## config.mk

```make
export PLATFORM = sky130hd
export DESIGN_NAME = http_response_parser
export DESIGN_NICKNAME = d
export VERILOG_FILES = /design/src/hw/rtl/hrp_pkg.sv /design/src/hw/rtl/hrp_in_stage.sv /design/src/hw/rtl/hrp_parse_core.sv /design/src/hw/rtl/hrp_out_stage.sv /design/src/hw/rtl/http_response_parser.sv
export SDC_FILE = /design/constraint.sdc
export NUM_CORES = 1
export LEC_CHECK = 0
export BUFFER_PORTS_ARGS = -buffer_cell sky130_fd_sc_hd__buf_2
export CORE_ASPECT_RATIO = 0.6
export CORE_UTILIZATION = 36
export CTS_CLUSTER_DIAMETER = 120
export DETAILED_ROUTE_END_ITERATION = 16
export PLACE_DENSITY = 0.61
export SKIP_CTS_REPAIR_TIMING = 1
export SYNTH_ARGS = -nofsm -noshare
export SYNTH_HDL_FRONTEND = slang
export SYNTH_HIERARCHICAL = 1
export SYNTH_SLANG_ARGS = --single-unit
```

## constraint.sdc

```tcl
create_clock -name clk -period 4.6 [get_ports clk]
set_input_delay 0.23 -clock clk [delete_from_list [all_inputs] [get_ports clk]]
set_output_delay 0.23 -clock clk [all_outputs]
set_load 0.03 [all_outputs]
```

## src/hw/rtl/hrp_pkg.sv

```systemverilog
// Shared types, constants and character tables of the HTTP response parser.
package hrp_pkg;

	localparam int LENGTH_WIDTH = 32;
	localparam int CODE_WIDTH   = 16;
	localparam int TICK_WIDTH   = 32;

	localparam logic [LENGTH_WIDTH-1:0] LEN_MAX  = '1;
	localparam logic [CODE_WIDTH-1:0]   CODE_MAX = '1;
	localparam logic [TICK_WIDTH-1:0]   TICK_MAX = '1;
	localparam logic [TICK_WIDTH-1:0]   TIMEOUT_RESET = TICK_WIDTH'(5000);

	localparam logic [2:0] ACT_START = 3'd0;
	localparam logic [2:0] ACT_DATA  = 3'd1;
	localparam logic [2:0] ACT_CLOSE = 3'd2;
	localparam logic [2:0] ACT_ERROR = 3'd3;
	localparam logic [2:0] ACT_TICK  = 3'd4;

	localparam logic [1:0] PH_IDLE    = 2'd0;
	localparam logic [1:0] PH_STATUS  = 2'd1;
	localparam logic [1:0] PH_HEADERS = 2'd2;
	localparam logic [1:0] PH_BODY    = 2'd3;

	localparam logic [4:0] M_START      = 5'd0;
	localparam logic [4:0] M_ST_WORD    = 5'd4;
	localparam logic [4:0] M_ST_SPACE   = 5'd5;
	localparam logic [4:0] M_ST_DIGITS  = 5'd6;
	localparam logic [4:0] M_ST_END     = 5'd7;
	localparam logic [4:0] M_HD_NAME    = 5'd14;
	localparam logic [4:0] M_HD_COLON   = 5'd15;
	localparam logic [4:0] M_HD_DIGITS  = 5'd16;
	localparam logic [4:0] M_HD_END     = 5'd17;
	localparam logic [4:0] M_DEAD       = 5'd31;

	localparam logic [7:0] CH_CR    = 8'h0d;
	localparam logic [7:0] CH_LF    = 8'h0a;
	localparam logic [7:0] CH_SPACE = 8'h20;
	localparam logic [7:0] CH_COLON = 8'h3a;
	localparam logic [7:0] CH_ZERO  = 8'h30;

	localparam logic [CODE_WIDTH-1:0] CODE_CLOSED = CODE_WIDTH'(500);
	localparam logic [CODE_WIDTH-1:0] CODE_ERROR  = CODE_WIDTH'(504);
	localparam logic [CODE_WIDTH-1:0] CODE_TIMEOUT = CODE_WIDTH'(500);

	typedef struct packed {
		logic [2:0] action;
		logic [7:0] data_byte;
		logic       chunk_last;
	} in_item_t;

	typedef struct packed {
		logic        body_valid;
		logic [7:0]  body_byte;
		logic        done_res;
		logic [15:0] status_code;
		logic [31:0] content_length;
	} res_item_t;

	function automatic logic [7:0] status_char(input logic [1:0] idx);
		logic [7:0] ch;
		case (idx)
			2'd0: ch = 8'h48;
			2'd1: ch = 8'h54;
			2'd2: ch = 8'h54;
			default: ch = 8'h50;
		endcase
		return ch;
	endfunction

	function automatic logic [7:0] name_char(input logic [3:0] idx);
		logic [7:0] ch;
		case (idx)
			4'd0:  ch = 8'h43;
			4'd1:  ch = 8'h6f;
			4'd2:  ch = 8'h6e;
			4'd3:  ch = 8'h74;
			4'd4:  ch = 8'h65;
			4'd5:  ch = 8'h6e;
			4'd6:  ch = 8'h74;
			4'd7:  ch = 8'h2d;
			4'd8:  ch = 8'h4c;
			4'd9:  ch = 8'h65;
			4'd10: ch = 8'h6e;
			4'd11: ch = 8'h67;
			4'd12: ch = 8'h74;
			4'd13: ch = 8'h68;
			default: ch = 8'h00;
		endcase
		return ch;
	endfunction

endpackage

```

## src/hw/rtl/hrp_in_stage.sv

```systemverilog
// Input register of the HTTP response parser with its stall logic.
module hrp_in_stage import hrp_pkg::*; (
	input  logic       clk,
	input  logic       arst_n,
	input  logic       in_valid,
	output logic       in_stall,
	input  in_item_t   in_item,
	input  logic       advance,
	output logic       fire,
	output in_item_t   item_s1
);

	logic valid_s1;

	assign in_stall = valid_s1 && !advance;
	assign fire     = valid_s1 && advance;

	always_ff @(posedge clk or negedge arst_n) begin
		if (!arst_n) begin
			valid_s1 <= 1'b0;
		end else if (!in_stall) begin
			valid_s1 <= in_valid;
		end
	end

	always_ff @(posedge clk) begin
		if (!in_stall && in_valid) begin
			item_s1 <= in_item;
		end
	end

endmodule

```

## src/hw/rtl/hrp_parse_core.sv

```systemverilog
// Parse state registers and the per-item state update of the HTTP response parser.
module hrp_parse_core import hrp_pkg::*; (
	input  logic                  clk,
	input  logic                  arst_n,
	input  logic                  cfg_wr_en,
	input  logic [TICK_WIDTH-1:0] cfg_wr_data,
	input  logic                  fire,
	input  in_item_t              item,
	output res_item_t             res
);

	logic [1:0]              phase_q, phase_n;
	logic [4:0]              matcher_q, matcher_n;
	logic                    empty_q, empty_n;
	logic                    skip_q, skip_n;
	logic [CODE_WIDTH-1:0]   code_q, code_n;
	logic [LENGTH_WIDTH-1:0] len_q, len_n;
	logic [LENGTH_WIDTH-1:0] cnt_q, cnt_n;
	logic [TICK_WIDTH-1:0]   elapsed_q, elapsed_n;
	logic [TICK_WIDTH-1:0]   timeout_q;

	logic [7:0]                c;
	logic [3:0]                digit;
	logic                      is_digit;
	logic [CODE_WIDTH+3:0]     code_ext;
	logic [CODE_WIDTH-1:0]     code_add;
	logic [LENGTH_WIDTH+3:0]   len_ext;
	logic [LENGTH_WIDTH-1:0]   len_add;
	logic [LENGTH_WIDTH-1:0]   cnt_inc;
	logic [TICK_WIDTH-1:0]     elapsed_inc;

	assign c        = item.data_byte;
	assign digit    = 4'(c - CH_ZERO);
	assign is_digit = c inside {[8'h30:8'h39]};

	always_comb begin
		code_ext = (CODE_WIDTH+4)'({code_q, 3'b0}) + (CODE_WIDTH+4)'({code_q, 1'b0})
			+ (CODE_WIDTH+4)'(digit);
		code_add = (code_ext > (CODE_WIDTH+4)'(CODE_MAX)) ? CODE_MAX : code_ext[CODE_WIDTH-1:0];
		len_ext  = (LENGTH_WIDTH+4)'({len_q, 3'b0}) + (LENGTH_WIDTH+4)'({len_q, 1'b0})
			+ (LENGTH_WIDTH+4)'(digit);
		len_add  = (len_ext > (LENGTH_WIDTH+4)'(LEN_MAX)) ? LEN_MAX : len_ext[LENGTH_WIDTH-1:0];
		cnt_inc     = (cnt_q < LEN_MAX) ? cnt_q + 1'b1 : cnt_q;
		elapsed_inc = (elapsed_q < TICK_MAX) ? elapsed_q + 1'b1 : elapsed_q;
	end

	always_comb begin
		phase_n   = phase_q;
		matcher_n = matcher_q;
		empty_n   = empty_q;
		skip_n    = skip_q;
		code_n    = code_q;
		len_n     = len_q;
		cnt_n     = cnt_q;
		elapsed_n = elapsed_q;
		res       = '0;
		if (fire) begin
			if (item.action == ACT_START) begin
				if (phase_q == PH_IDLE) begin
					phase_n   = PH_STATUS;
					matcher_n = M_START;
					empty_n   = 1'b1;
					skip_n    = 1'b0;
					code_n    = '0;
					len_n     = '0;
					cnt_n     = '0;
					elapsed_n = '0;
				end
			end else if (phase_q != PH_IDLE) begin
				case (item.action)
					ACT_DATA: begin
						skip_n = 1'b0;
						if (!(skip_q && c == CH_LF)) begin
							if (phase_q == PH_BODY) begin
								res.body_valid = 1'b1;
								res.body_byte  = c;
								cnt_n = cnt_inc;
								if (cnt_inc >= len_q) begin
									res.done_res       = 1'b1;
									res.status_code    = code_q;
									res.content_length = 32'(len_q);
									phase_n = PH_IDLE;
								end
							end else if (c == CH_CR) begin
								if (empty_q) begin
									if (len_q != '0) begin
										phase_n = PH_BODY;
										cnt_n   = '0;
									end else begin
										res.done_res       = 1'b1;
										res.status_code    = code_q;
										res.content_length = 32'(len_q);
										phase_n = PH_IDLE;
									end
								end else if (phase_q == PH_STATUS &&
									matcher_q >= M_ST_WORD && matcher_q <= M_ST_END) begin
									phase_n = PH_HEADERS;
								end
								matcher_n = M_START;
								empty_n   = 1'b1;
								skip_n    = !item.chunk_last;
							end else begin
								empty_n = 1'b0;
								if (phase_q == PH_STATUS) begin
									if (matcher_q < M_ST_WORD) begin
										if (c == status_char(matcher_q[1:0])) begin
											matcher_n = matcher_q + 1'b1;
											if (matcher_q == M_ST_WORD - 1'b1) begin
												code_n = '0;
											end
										end else begin
											matcher_n = M_DEAD;
										end
									end else if (matcher_q == M_ST_WORD) begin
										if (c == CH_SPACE) begin
											matcher_n = M_ST_SPACE;
										end
									end else if (matcher_q == M_ST_SPACE ||
										matcher_q == M_ST_DIGITS) begin
										if (matcher_q == M_ST_SPACE && c == CH_SPACE) begin
											matcher_n = matcher_q;
										end else if (is_digit) begin
											code_n    = code_add;
											matcher_n = M_ST_DIGITS;
										end else begin
											matcher_n = M_ST_END;
										end
									end
								end else begin
									if (matcher_q < M_HD_NAME) begin
										if (matcher_q == M_START && c == CH_SPACE) begin
											matcher_n = matcher_q;
										end else if (c == name_char(matcher_q[3:0])) begin
											matcher_n = matcher_q + 1'b1;
											if (matcher_q == M_HD_NAME - 1'b1) begin
												len_n = '0;
											end
										end else begin
											matcher_n = M_DEAD;
										end
									end else if (matcher_q == M_HD_NAME) begin
										if (c == CH_COLON) begin
											matcher_n = M_HD_COLON;
										end
									end else if (matcher_q == M_HD_COLON ||
										matcher_q == M_HD_DIGITS) begin
										if (matcher_q == M_HD_COLON && c == CH_SPACE) begin
											matcher_n = matcher_q;
										end else if (is_digit) begin
											len_n     = len_add;
											matcher_n = M_HD_DIGITS;
										end else begin
											matcher_n = M_HD_END;
										end
									end
								end
							end
						end
					end
					ACT_CLOSE, ACT_ERROR: begin
						code_n = (item.action == ACT_ERROR) ? CODE_ERROR : CODE_CLOSED;
						len_n  = '0;
						res.done_res    = 1'b1;
						res.status_code = code_n;
						phase_n = PH_IDLE;
					end
					ACT_TICK: begin
						elapsed_n = elapsed_inc;
						if (elapsed_inc >= timeout_q) begin
							code_n = CODE_TIMEOUT;
							res.done_res       = 1'b1;
							res.status_code    = CODE_TIMEOUT;
							res.content_length = 32'(len_q);
							phase_n = PH_IDLE;
						end
					end
					default: begin
						phase_n = phase_q;
					end
				endcase
			end
		end
	end

	always_ff @(posedge clk or negedge arst_n) begin
		if (!arst_n) begin
			phase_q   <= PH_IDLE;
			matcher_q <= M_START;
			empty_q   <= 1'b1;
			skip_q    <= 1'b0;
			code_q    <= '0;
			len_q     <= '0;
			cnt_q     <= '0;
			elapsed_q <= '0;
			timeout_q <= TIMEOUT_RESET;
		end else begin
			phase_q   <= phase_n;
			matcher_q <= matcher_n;
			empty_q   <= empty_n;
			skip_q    <= skip_n;
			code_q    <= code_n;
			len_q     <= len_n;
			cnt_q     <= cnt_n;
			elapsed_q <= elapsed_n;
			if (cfg_wr_en) begin
				timeout_q <= cfg_wr_data;
			end
		end
	end

endmodule

```

## src/hw/rtl/hrp_out_stage.sv

```systemverilog
// Result register of the HTTP response parser.
module hrp_out_stage import hrp_pkg::*; (
	input  logic      clk,
	input  logic      arst_n,
	input  logic      fire,
	input  res_item_t res,
	input  logic      out_stall,
	output logic      out_valid,
	output logic      advance,
	output res_item_t res_q
);

	logic valid_q;

	assign advance   = !valid_q || !out_stall;
	assign out_valid = valid_q;

	always_ff @(posedge clk or negedge arst_n) begin
		if (!arst_n) begin
			valid_q <= 1'b0;
		end else if (advance) begin
			valid_q <= fire;
		end
	end

	always_ff @(posedge clk) begin
		if (advance && fire) begin
			res_q <= res;
		end
	end

endmodule

```

## src/hw/rtl/http_response_parser.sv

```systemverilog
// Top level of the HTTP response parser.
// The parser takes one item per transfer: start, a response byte, connection closed,
// connection error or a timer tick, and returns exactly one result per item. An item
// is held in the input register, its parse-state update runs when it leaves it for
// the output register, and its result is registered there; one item can be taken every
// cycle while the output is not stalled. While a stalled result waits in the output
// register, the input register takes one more item and the input then stalls until
// that result is taken. Body bytes stream out with
// body_valid set; done_res marks the result that finishes a response, with the status
// code and length, and the timeout register may be written only while no item is in flight.
module http_response_parser import hrp_pkg::*; (
	input  logic        clk,
	input  logic        arst_n,
	input  logic        cfg_wr_en,
	input  logic [31:0] cfg_wr_data,
	input  logic        in_valid,
	output logic        in_stall,
	input  logic [2:0]  action,
	input  logic [7:0]  data_byte,
	input  logic        chunk_last,
	output logic        out_valid,
	input  logic        out_stall,
	output logic        body_valid,
	output logic [7:0]  body_byte,
	output logic        done_res,
	output logic [15:0] status_code,
	output logic [31:0] content_length
);

	in_item_t  in_item;
	in_item_t  item_s1;
	res_item_t res;
	res_item_t res_q;
	logic      advance;
	logic      fire;

	assign in_item.action     = action;
	assign in_item.data_byte  = data_byte;
	assign in_item.chunk_last = chunk_last;

	hrp_in_stage u_in (
		.clk      (clk),
		.arst_n   (arst_n),
		.in_valid (in_valid),
		.in_stall (in_stall),
		.in_item  (in_item),
		.advance  (advance),
		.fire     (fire),
		.item_s1  (item_s1)
	);

	hrp_parse_core u_core (
		.clk         (clk),
		.arst_n      (arst_n),
		.cfg_wr_en   (cfg_wr_en),
		.cfg_wr_data (cfg_wr_data),
		.fire        (fire),
		.item        (item_s1),
		.res         (res)
	);

	hrp_out_stage u_out (
		.clk       (clk),
		.arst_n    (arst_n),
		.fire      (fire),
		.res       (res),
		.out_stall (out_stall),
		.out_valid (out_valid),
		.advance   (advance),
		.res_q     (res_q)
	);

	assign body_valid     = res_q.body_valid;
	assign body_byte      = res_q.body_byte;
	assign done_res       = res_q.done_res;
	assign status_code    = res_q.status_code;
	assign content_length = res_q.content_length;

endmodule

```

* Word-level counts from Yosys, hierarchy flattened
Memories as Yosys holds them, arrays and structs flattened.
Cells that the tools add are included.
Widths: inputs -> output; s select.
** Cells by class
- Add/subtract/negate cells :: 8
- Magnitude comparators :: 12
- Eq/ne operators :: 53
- Multiplexer cells :: 127
- Bitwise gates (word level) :: 4
- Reductions and logical operators :: 47
** Operators with widths (count)
- $mux 32 :: 29
- $mux 49 :: 7
- $mux 16 :: 16
- $mux 8 :: 19
- $pmux 32 s2 :: 2
- $mux 5 :: 21
- $add 32x1->32 const B :: 2
- $ge 32x32->1 :: 2
- $lt 32x32->1 const B :: 2
- $pmux 17 s3 :: 1
- $pmux 16 s3 :: 1
- $add 35x33->36 :: 1
- $add 36x4->36 :: 1
- $gt 36x32->1 const B :: 1
- $reduce_bool 32->1 :: 1
- $reduce_and 15->1 :: 2
- $ne 4x3->1 const B :: 6
- $mux 2 :: 11
- $add 19x17->20 :: 1
- $add 20x4->20 :: 1
- $gt 20x16->1 const B :: 1
- $ne 4x1->1 const B :: 5
- $ne 6x4->1 const B :: 3
- $eq 8x4->1 const B :: 2
- other kinds (53) :: 113
** Word-level totals
- Register bits after elaboration :: 225
- ROM bits :: 112
- Bits of input ports :: 49
- Output and inout port bits :: 60
- Logic and storage cells :: 271
- Memories :: 1
** Memory list
- (no name shown) :: words 16, bits a word 7, read ports 1, clocked after Yosys merged registers in 0, wr ports 0, line hrp_pkg.sv:72 : case (idx)

* Logic depth before layout (Yosys ltp)
Gate-level depths: netlist of run 1.
- Word-level depth :: 23
- Mapped depth :: 21
- Depth with buffers taken out :: 18

* Cells and area by module
The synthesis of run 1 kept the hierarchy.
** Modules (own cells, without submodules)
- hrp_parse_core :: times used 1, cells an instance 1726, area an instance 14131.1 µm², seq. area each 3836.2 µm²
- hrp_out_stage :: times used 1, cells an instance 62, area an instance 1789.2 µm², seq. area each 1766.7 µm²
- hrp_in_stage :: times used 1, cells an instance 18, area an instance 424.2 µm², seq. area each 385.4 µm²

* Least setup slack after synthesis of run 1
No wires, ideal clock.
- Kind :: register to register
- From :: register u_core.elapsed_q[9]
- To :: register u_core.phase_q[1]
- Library setup time :: 0.125 ns
- Arrival time :: 3.986 ns
- Data required time :: 4.475 ns
- Path slack :: 0.489 ns
- Cell stages (with the launch flop) :: 19
- Buffers on the path :: 1
- Period minus slack after synthesis :: 4.111 ns
- Path through :: dfrtp_1 clkbuf_2 and3_4 nand4_1 nor3_2 nand4b_1 and4_4 nand4_1 nor2_1 xor2_1 ha_1 a21oi_1 o21ai_0 a22oi_1 or3_1 o22ai_1 o21a_1 a21boi_0 mux2_2
** Between the ends
- Cells in the longest elaborated chain, start to end :: 5
- Elaborated cells on any way between the ends :: 6
- Classes of those cells :: add/sub (1); order compare (2); eq/ne (1); mux (1); reduce/logical (1)
** Ends and longest elaborated chain
- start, declared :: line hrp_parse_core.sv:19 : logic [TICK_WIDTH-1:0] elapsed_q, elapsed_n;
- start signal, assigned :: line hrp_parse_core.sv:204 : elapsed_q <= elapsed_n;
- $add 32x1->32 or $lt 32x32->1 (tied branches) :: line hrp_parse_core.sv:44 : elapsed_inc = (elapsed_q < TICK_MAX) ? elapsed_q + 1'b1 : elapsed_q;
- $mux 32 * :: line hrp_parse_core.sv:44
- $ge 32x32->1 * :: line hrp_parse_core.sv:169 : if (elapsed_inc >= timeout_q) begin
- $ne 3x1->1 (no source line) *
- $reduce_and 9->1 (no source line) *
- end signal, assigned :: line hrp_parse_core.sv:197 : phase_q <= phase_n;
- end, declared :: line hrp_parse_core.sv:12 : logic [1:0] phase_q, phase_n;
Every way passes the cells marked *; elsewhere a longest branch is shown, timed or not.
A chain may end at the register's enable or synchronous reset.

* Final worst setup path of run 1
- From :: register u_core.elapsed_q[11]
- To :: register, netlist name u_out/res_q[23]
** Between the ends
- Cells in the longest elaborated chain, start to end :: 5
- Elaborated cells on any way between the ends :: 6
- Classes of those cells :: add/sub (1); order compare (2); mux (3)
** Ends and longest elaborated chain
- $add 32x1->32 or $lt 32x32->1 (tied branches) :: line hrp_parse_core.sv:44
- $mux 32 * :: line hrp_parse_core.sv:44
- $ge 32x32->1 * :: line hrp_parse_core.sv:169
- $mux 49 * :: line hrp_parse_core.sv:169
- $pmux 32 s2 * :: line hrp_parse_core.sv:70 : case (item.action)
Marked as above.

==> results of run 1 <==
-- power groups by stage --
stage | Clock [uW] | Sequential, uW | Combinational (uW)
floorplan | 0 | 2780 | 3140
global placement | 0 | 2940 | 4120
detailed placement | 0 | 2950 | 4190
CTS | 2190 | 2910 | 4220
global route | 2280 | 2980 | 4850
finish | 2140 | 2930 | 4330
-- sequential cells by signal, summed over array words and instances (netlist names) --
| name | cells |
|---|---|
| u_out/res_q | 58 |
| u_core/cnt_q | 32 |
| u_core/elapsed_q | 32 |
| u_core/len_q | 32 |
| u_core/timeout_q | 32 |
| u_core/code_q | 16 |
| u_in/item_s1 | 12 |
| u_core/matcher_q | 5 |
| u_core/phase_q | 2 |
| u_core/empty_q | 1 |
| u_core/skip_q | 1 |
| u_in/valid_s1 | 1 |
| u_out/out_valid | 1 |
-- area by class of cell --
| type | instances | area, um^2 | share of cell area |
|---|---|---|---|
| inverter | 91 | 342 | 0.0175 |
| clock inverter | 18 | 155 | 0.00795 |
| multi-input combinational | 1403 | 9730 | 0.499 |
| timing repair buffer | 261 | 1850 | 0.0948 |
| tap | 589 | 737 | 0.0378 |
| clock buffer | 30 | 708 | 0.0363 |
| sequential | 225 | 5990 | 0.307 |
-- stage by stage --
step	hold slack, ns	util	std cells
floorplan	-0.0656	-	1806
finish	0.303	0.435	2617
CTS	-0.232	0.420	2555
detailed placement	0.358	0.401	2507
global route	0.376	0.435	2617
global placement	0.345	0.401	2507
-- metal layers --
layer,up-vias,GRT usage
met5,-,0
met4,0,0.0386
met3,53,0.0320
met2,435,0.258
met1,6810,0.316
li1,6961,-
-- Yosys cell counts, types with 12 or more instances --
cell	count	area, um^2
nand2_1	185	694
ha_1	168	2100
dfrtp_1	149	3730
o21ai_0	144	721
a21oi_1	131	656
nor2_1	124	465
inv_1	90	338
edfxtp_1	70	2100
xnor2_1	59	517
and2_1	54	338
clkbuf_1	51	191
nand4_1	44	275
xor2_1	44	385
nand3_1	36	180
nor3_1	36	180
and3_1	34	213
a21o_1	30	225
buf_2	26	130
o31ai_1	21	158
a21oi_2	20	175
a31oi_1	17	106
mux2i_1	17	170
nor4_1	16	100
a22o_1	12	105
nand2b_1	12	75.1
o211ai_1	12	90.1
-- path summary, 6_finish.rpt --
| kind | start | end | cells past startpoint |
|---|---|---|---|
| worst min-delay path | arst_n | u_core/code_q[13] | 2 |
| min in group clk | cfg_wr_en | u_core/timeout_q[12] | 3 |
| worst min register to register | u_in/item_s1[0] | u_core/skip_q | 1 |
| worst max-delay path | u_core/elapsed_q[11] | u_out/res_q[23] | 19 |
| worst max register to register | u_core/elapsed_q[11] | u_out/res_q[23] | 19 |
| max in group asynchronous | arst_n | u_core/len_q[24] | 3 |
-- kinds of logic (layout without fill, tap and decap cells) --
family,after synthesis,in the layout,share of synthesized area
AO/OA/AOI/OAI,493,493,0.194
buffers and inverters,178,400,0.0449
AND/OR/NAND/NOR,614,614,0.193
XOR/XNOR,103,103,0.0552
flip-flops,225,225,0.366
multiplexers,21,21,0.0132
adder cells (fa/ha/maj),172,172,0.134
==> results.cfg, run 1 <==
[worst_setup_path]
end_kind = flop
worstPathCellList = and3_4 -> nand4_1 -> buf_4 -> or3_1 -> nor3_1 -> buf_4 -> xor2_1 -> ha_1 -> a21oi_1 -> o211ai_1 -> a22oi_1 -> or3_1 -> o22ai_2 -> nand2_2 -> o21ai_0 -> nor3b_4 -> buf_4 -> buf_4 -> and2_1
slowest_delay_ns = 0.40
crit_fanout = 5
crit_top_cell = buf_4
required_ns = 5.03
path_buf_inv = 4
start_kind = flop
crit_arrival_ns = 4.87
cp_top_family = simple AND/OR/NAND/NOR gates
regToRegSetupSlack_ns = 0.16
criticalPathCategory = reg -> reg
cpMaxStageDelayCell = dfrtp_1

[drt]
ant_nets = 0
num_vias = 14300
dr_wl_met2_mm = 18.0
met1_length_mm = 24.4
wl_per_cell_um = 17.7
viasPerCell = 5.45
top_layer = met4
firstDrtPassIters = 7
route.detailed.drc = 0
wl_met3_mm = 3.09
drt_iter0_drc = 1387
wl_mm = 46.3

[place]
post_dp_cell_area_mm2 = 0.0180
io_buffers = 108
gp_congestion = 0.894
dp_hpwl_mm = 33.7
dp_slack_ns = -0.216

[logic_synthesis]
synthFlopType = dfrtp_1
synth_nets = 2027
synth_seq_cells = 225
synth_edf_count = 70
synth_area_per_cell_um2 = 9.05
yosysWarnings = 6
netlist_area_mm2 = 0.0163
synthCells = 1806
ys_seq_area_frac = 0.366
ys_types = 102
ys_async_sr_fraction = 0.689

[timing]
slew_violations = 0
finalSetupViolCount = 0
setup_tns_ns = 0
hold_viol_final = 0
timing.final.ws_setup_ns = 0.156
period_share = 0.966
tightest_slew_ns = 1.13
skew_ns = 0.0173
relSlewSlack = 0.249
min_period_ns = 4.44
max_freq_ghz = 0.225

[clocking]
clk_pin_slew_ns = 0.06
clock-sinks = 225
cts_buffers = 26
cts_tree = done
ctsLongestPathBuffers = 3
root_buffer = clkbuf_16
htree_levels = 1
clkLatencyLatePin_ns = 0.57

[floorplanning]
die_w_um = 277
dieArea_mm2 = 0.0463
row_count = 60
die_y_um = 167
initial_core_util = 0.365
core_area_mm2 = 0.0448
io_pins = 109

[run_status]
status = completed

[power]
p_int_uw = 5300
ir_worst_vdd_mv = 0.271
clockPowerShare = 0.227
power_leakage_uw = 0.00894
p_per_area_mw_per_mm2 = 482
seq_power_share = 0.312
switching_share = 0.436
power_uw = 9400
p_sw_uw = 4100
combPwrFrac = 0.461

[finish]
filler_cell_count = 4288
areaGrowthSynthToFinish_pct = 19.4
drive_gt1_frac = 0.169
num-nets-final = 2229
final_cell_area_mm2 = 0.0195
layout_commonest_cell = nand2_1
most-common-layout-cells = 184 x nand2_1, 168 x ha_1, 148 x dfrtp_1
diodes = 0

[global_route]
track_usage = 0.193
grt_first_pass_wirelength_mm = 72.9
grt_pass1_vias = 13000
grt.overflow.total = 0
antenna_found_initial = 0
grt_max_degree = 88

[run]
maxCapViolations = 0

[hold_path]
hold_class = in -> async
Note: power is estimated with default switching activity, not from simulation.
==> inputs of run 2 (changes only) <==
Settings changed: PLACE_DENSITY 0.61 to unset.
==> run 2 against run 1 <==
  * The flow now finishes with violations (design-rule violations)
  * Global-route usage fell by 0.25 points
  * Largest cell class unchanged
  * Maximum frequency decreased by 0.32%
  * Combinational power about the same
  * Flip-flop and latch count unchanged
  * Clock-buffer cell count is 3 lower
  * Largest power group unchanged
  * Final cell count up 0.15%
  * Critical path depth is 2 higher
==> results.cfg, run 2 (synthesized netlist as in run 1, its figures left out) <==
[global_route]
grt-busiest-layer = met1
grt_first_pass_wirelength_mm = 71.9
grt_util_met2 = 0.262
grt_pass1_vias = 13200
grtUsageMet3 = 0.0411
use_met1 = 0.304
grt_max_degree = 88
antenna_found_initial = 0
grt.overflow.total = 0
track_usage = 0.191

[timing]
max_freq_ghz = 0.224
setup_tns_ns = 0
hold_viol_final = 0
fin_hold_ws_ns = 0.267
relSlewSlack = 0.123
skew_ns = 0.0329
period_share = 0.969
slew_violations = 0
min_period_ns = 4.46
finalSetupViolCount = 0
tightest_slew_ns = 1.32

[power]
combPwrFrac = 0.461
power_uw = 9320
power_leakage_uw = 0.00898
switching_share = 0.439
p_per_area_mw_per_mm2 = 476
p_sw_uw = 4090
ir_worst_vdd_mv = 0.308
p_int_uw = 5230
seq_power_share = 0.312
clockPowerShare = 0.227

[drt]
wl_per_cell_um = 17.4
ant_nets = 0
drt_iter0_drc = 1245
firstDrtPassIters = 11
route.detailed.drc = 1
viasPerCell = 5.40
wl_mm = 45.6
num_vias = 14200

[finish]
final_cell_area_mm2 = 0.0196
regMostFlops = u_out/res_q
largest_reg_flops = 58
drive_gt1_frac = 0.173
most-common-layout-cells = 184 x nand2_1, 168 x ha_1, 147 x dfrtp_1
areaGrowthSynthToFinish_pct = 19.7
layout_commonest_cell = nand2_1
finalNonFillerCells = 2621
num-nets-final = 2233
diodes = 0

[floorplanning]
initial_core_util = 0.365
io_pins = 109
core_area_mm2 = 0.0448
dieArea_mm2 = 0.0463
die_w_um = 277
die_y_um = 167
row_count = 60

[clocking]
cts_buffers = 26
htree_levels = 1
ctsLongestPathBuffers = 3
root_buffer = clkbuf_16
clkLatencyLatePin_ns = 0.57
cts_tree = done
clock-sinks = 225
clk_pin_slew_ns = 0.07

[worst_setup_path]
crit_fanout = 11
cpMaxStageDelayCell = dfrtp_1
slowest_delay_ns = 0.41
path_buf_inv = 3
crit_top_cell = nor2_2
start_kind = flop
cp_top_family = simple AND/OR/NAND/NOR gates
criticalPathCategory = reg -> reg
end_kind = flop
crit_arrival_ns = 4.76
required_ns = 4.90
worstPathCellList = and3_4 -> nand4_4 -> nor3_4 -> buf_4 -> and4b_2 -> nor2_2 -> nand2_2 -> nor2_2 -> xor2_1 -> ha_1 -> and4_1 -> a21o_1 -> o2bb2ai_1 -> a211oi_2 -> o22ai_2 -> nand2_1 -> o21ai_0 -> nor3b_4 -> buf_12 -> buf_6 -> and2_1

[run_status]
violations = design-rule violations
status = complete, but fails checks

[place]
dp.cells = 2513
post_dp_cell_area_mm2 = 0.0180
dp_hpwl_mm = 33.1
gp_congestion = 0.931
io_buffers = 108

[run]
maxCapViolations = 0

[hold_path]
hold_class = in -> async
==> run 2: cell types whose count changed in the layout (fill, tap and decap cells not counted), sizes merged <==
cell and delta:
clkinv +1, clkinvlp -1, inv +4, clkbuf -3, bufinv -1, buf +4
==> run 2: final cells by class <==
class	count	area (um^2)
Timing Repair Buffer	265	1890
Tap cell	589	737
Inverter	91	342
Fill cell	4357	25300
Clock buffer	27	676
Multi-Input combinational cell	1403	9740
Clock inverter	21	190
Sequential cell	225	5990
==> run 2: power by group through the flow <==
stage          registers, uW  clock network (uW)  logic (uW)
2_1_floorplan           2780                   0        3140
3_3_place_gp            2940                   0        4130
3_5_place_dp            2940                   0        4200
4_1_cts                 2900                2170        4220
5_1_grt                 2960                2250        4810
6_report                2910                2110        4300
==> run 2: path summary, 6_finish.rpt <==
| kind | end | cells past startpoint | startpoint | slack (ns) |
|---|---|---|---|---|
| worst max-delay path | u_out/res_q[20] | 21 | u_core/elapsed_q[5] | 0.14 |
| worst min-delay path | u_core/code_q[13] | 2 | arst_n | 0.27 |
| worst max register to register | u_out/res_q[20] | 21 | u_core/elapsed_q[5] | 0.14 |
| worst min register to register | u_core/skip_q | 1 | u_in/item_s1[0] | 0.45 |
| max in group asynchronous | u_core/len_q[24] | 3 | arst_n | 3.38 |
| min in group clk | u_core/timeout_q[7] | 3 | cfg_wr_en | 0.31 |
==> run 2: per-layer routing <==
metal / up-vias / wire [um]
met5: - / 0
li1: 6959 / -
met1: 6765 / 23600
met2: 397 / 18300
met3: 42 / 3160
met4: 0 / 576
==> run 2: worst reg2reg max path, stage by stage (launching register included) <==
cell       delay, ns
dfrtp_1         0.41
and3_4          0.24
nand4_4         0.14
nor3_4          0.25
buf_4           0.16
and4b_2         0.31
nor2_2          0.09
nand2_2         0.13
nor2_2          0.07
xor2_1          0.15
ha_1            0.28
and4_1          0.21
a21o_1          0.19
o2bb2ai_1       0.14
a211oi_2        0.38
o22ai_2         0.19
nand2_1         0.13
o21ai_0         0.10
nor3b_4         0.17
buf_12          0.15
buf_6           0.14
and2_1          0.16
==> run 2: through the flow <==
stage / setup WS [ns] / utilization
floorplan: 0.489 / -
CTS: -0.355 / 0.421
global placement: -0.123 / 0.402
finish: 0.142 / 0.436
detailed placement: -0.291 / 0.402
global route: -0.0805 / 0.436
==> inputs of run 3 (changes only) <==
Settings changed: ABC_AREA set to 1, CORE_MARGIN set to 5.
==> run 3 against run 2 <==
  * The run now ends clean
  * Via count increased by 18%
  * Largest power group unchanged
  * Non-clock buffer count decreased by 91
  * Sequential share of layout area decreased by 0.59 points
  * Clock-buffer cell count is 5 higher
  * Clock power barely moved
  * Synthesized area up 5.9%
  * Critical path depth is the same
  * Highest routed layer unchanged
  * Core utilization is 1.8 points lower
  * First-iteration DRC count grew 42%
==> results.cfg, run 3 <==
[logic_synthesis]
ys_top_cells_by_count = 819 x nand2_1, 294 x inv_1, 247 x nor2_1
synth_seq_cells = 225
ys_types = 44
synth_nets = 2678
synth_edf_count = 70
synth_area_per_cell_um2 = 7.04
synthFlopType = dfrtp_1
ys_top_cells_by_area = dfrtp_1 22%, nand2_1 18%, edfxtp_1 12%, ha_1 12%, inv_1 6.4%
yosysWarnings = 6
netlist_area_mm2 = 0.0173
ys_seq_area_frac = 0.346
synth_top_area_cell = dfrtp_1
ys_async_sr_fraction = 0.689
netlist.area_leader.share = 0.216
synth.most_common_cell = nand2_1
synthCells = 2457

[worst_setup_path]
slowest_delay_ns = 0.45
timing.critical_path.from = u_core/elapsed_q[1]
crit_top_cell = nand2_1
reg2reg_depth = 21
required_ns = 5.03
crit_arrival_ns = 4.88
r2r_end = u_core/code_q[5]
end_kind = flop
cpMaxStageDelayCell = nand4_1
criticalPathCategory = reg -> reg
worstPathCellList = ha_1 -> nand2_1 -> nor3_2 -> nand2_1 -> nor2_1 -> nand2_1 -> nor2_4 -> nor3_1 -> or2_0 -> and2_1 -> ha_1 -> nand2_1 -> o21ai_0 -> nand2_1 -> nand2_1 -> a21oi_1 -> nand4_1 -> nand2_4 -> nor2_2 -> nand2_1 -> nand2_1
start_kind = flop
reg2reg_from = u_core/elapsed_q[1]
regToRegSetupSlack_ns = 0.15
crit_fanout = 19
cp-endpoint = u_core/code_q[5]

[power]
ir_worst_vdd_mv = 0.281
power_leakage_uw = 0.0104
p_per_area_mw_per_mm2 = 473
power_uw = 9430

[global_route]
grt_pass1_vias = 15500
antenna_found_initial = 0
grt_max_degree = 85
grt_first_pass_wirelength_mm = 86.1
track_usage = 0.200
grt.overflow.total = 0

[finish]
most-common-layout-cells = 817 x nand2_1, 294 x inv_1, 247 x nor2_1
finalNonFillerCells = 3270
drive_gt1_frac = 0.0810
regMostFlops = u_out/res_q
largest_reg_flops = 58
areaGrowthSynthToFinish_pct = 15.3
layout_commonest_cell = nand2_1
num-nets-final = 2831
diodes = 0

[clocking]
clk_pin_slew_ns = 0.06
cts_buffers = 26
clkLatencyLatePin_ns = 0.55
htree_levels = 1
cts_tree = done
ctsLongestPathBuffers = 3
root_buffer = clkbuf_16
clock-sinks = 225

[drt]
firstDrtPassIters = 5
route.detailed.drc = 0
wl_per_cell_um = 16.8
num_vias = 16600
wl_mm = 54.8
viasPerCell = 5.09
ant_nets = 0
drt_iter0_drc = 1773

[floorplanning]
row_count = 62
initial_core_util = 0.363
io_pins = 109
die_y_um = 180
dieArea_mm2 = 0.0527
core_area_mm2 = 0.0477
die_w_um = 293

[timing]
tightest_slew_ns = 1.15
rsz0062_at_grt = false
setup_tns_ns = 0
hold_viol_final = 0
slew_violations = 0
timing.final.ws_setup_ns = 0.154
period_share = 0.967
relSlewSlack = 0.231
max_freq_ghz = 0.225
min_period_ns = 4.45
finalSetupViolCount = 0
skew_ns = 0.0177

[place]
dp.cells = 3176
dp_slack_ns = 0.0317
io_buffers = 108
gp_congestion = 0.935
dp_hpwl_mm = 42.4

[hold_path]
whs_path_depth = 3
hold_class = in -> reg

[run]
maxCapViolations = 0

[run_status]
status = completed
run 3: how the worst min path moves through the flow:
stage	from	endpoint	slack, ns
final	out_stall	u_out/out_valid	0.05
after global routing	out_stall	u_out/out_valid	0.07
after CTS	arst_n	u_core/elapsed_q[20]	-0.22
after detailed placement	arst_n	u_core/timeout_q[19]	0.38
after global placement	arst_n	u_core/timeout_q[19]	0.37
after floorplan	arst_n	u_core/cnt_q[0]	-0.07
run 3: through the flow:
stage          area [um^2]  hold slack [ns]   util
2_1_floorplan        17300          -0.0656      -
6_report             19900           0.0520  0.418
3_3_place_gp         18600            0.368  0.390
5_1_grt              19900           0.0689  0.418
4_1_cts              19400           -0.222  0.408
3_5_place_dp         18600            0.380  0.390
run 3: cells by family (layout without fill, tap and decap cells):
family	Yosys count	in the layout	synth area share
fa+ha+maj	172	172	0.126
xor+xnor	85	85	0.0430
mux	1	1	0.000651
simple gates	1345	1345	0.319
flops	225	225	0.346
buf+inv	354	527	0.0807
compound gates	275	275	0.0840
run 3: final cells by class:
cell class,count,area [um^2]
clock buffers,32,704
clock inverters,16,149
fillers,4953,27800
inverters,305,1140
multi-input cells,1878,9970
flip-flops and latches,225,5990
well taps,640,801
repair buffers,174,1190
run 3: power by group:
group / internal, uW / switching (uW) / leakage [uW] / total, uW
registers: 2420 / 397 / 0.00260 / 2820
clock network: 1250 / 893 / 0.000418 / 2140
logic: 1530 / 2940 / 0.00740 / 4470
run 3: worst max-delay path, delay by kind of cell (launching register included):
kind / cells / cell delay (ns)
simple gates: 17 / 3.05
flops: 1 / 0.37
compound gates: 2 / 0.43
fa+ha+maj: 2 / 0.48
run 3: per-layer routing:
layer / GRT usage / vias to the layer above / routed length, um
li1: - / 8276 / -
met1: 0.333 / 7801 / 28800
met2: 0.266 / 527 / 20800
met3: 0.0395 / 38 / 4480
met4: 0.0278 / 0 / 703
met5: 0 / - / 0
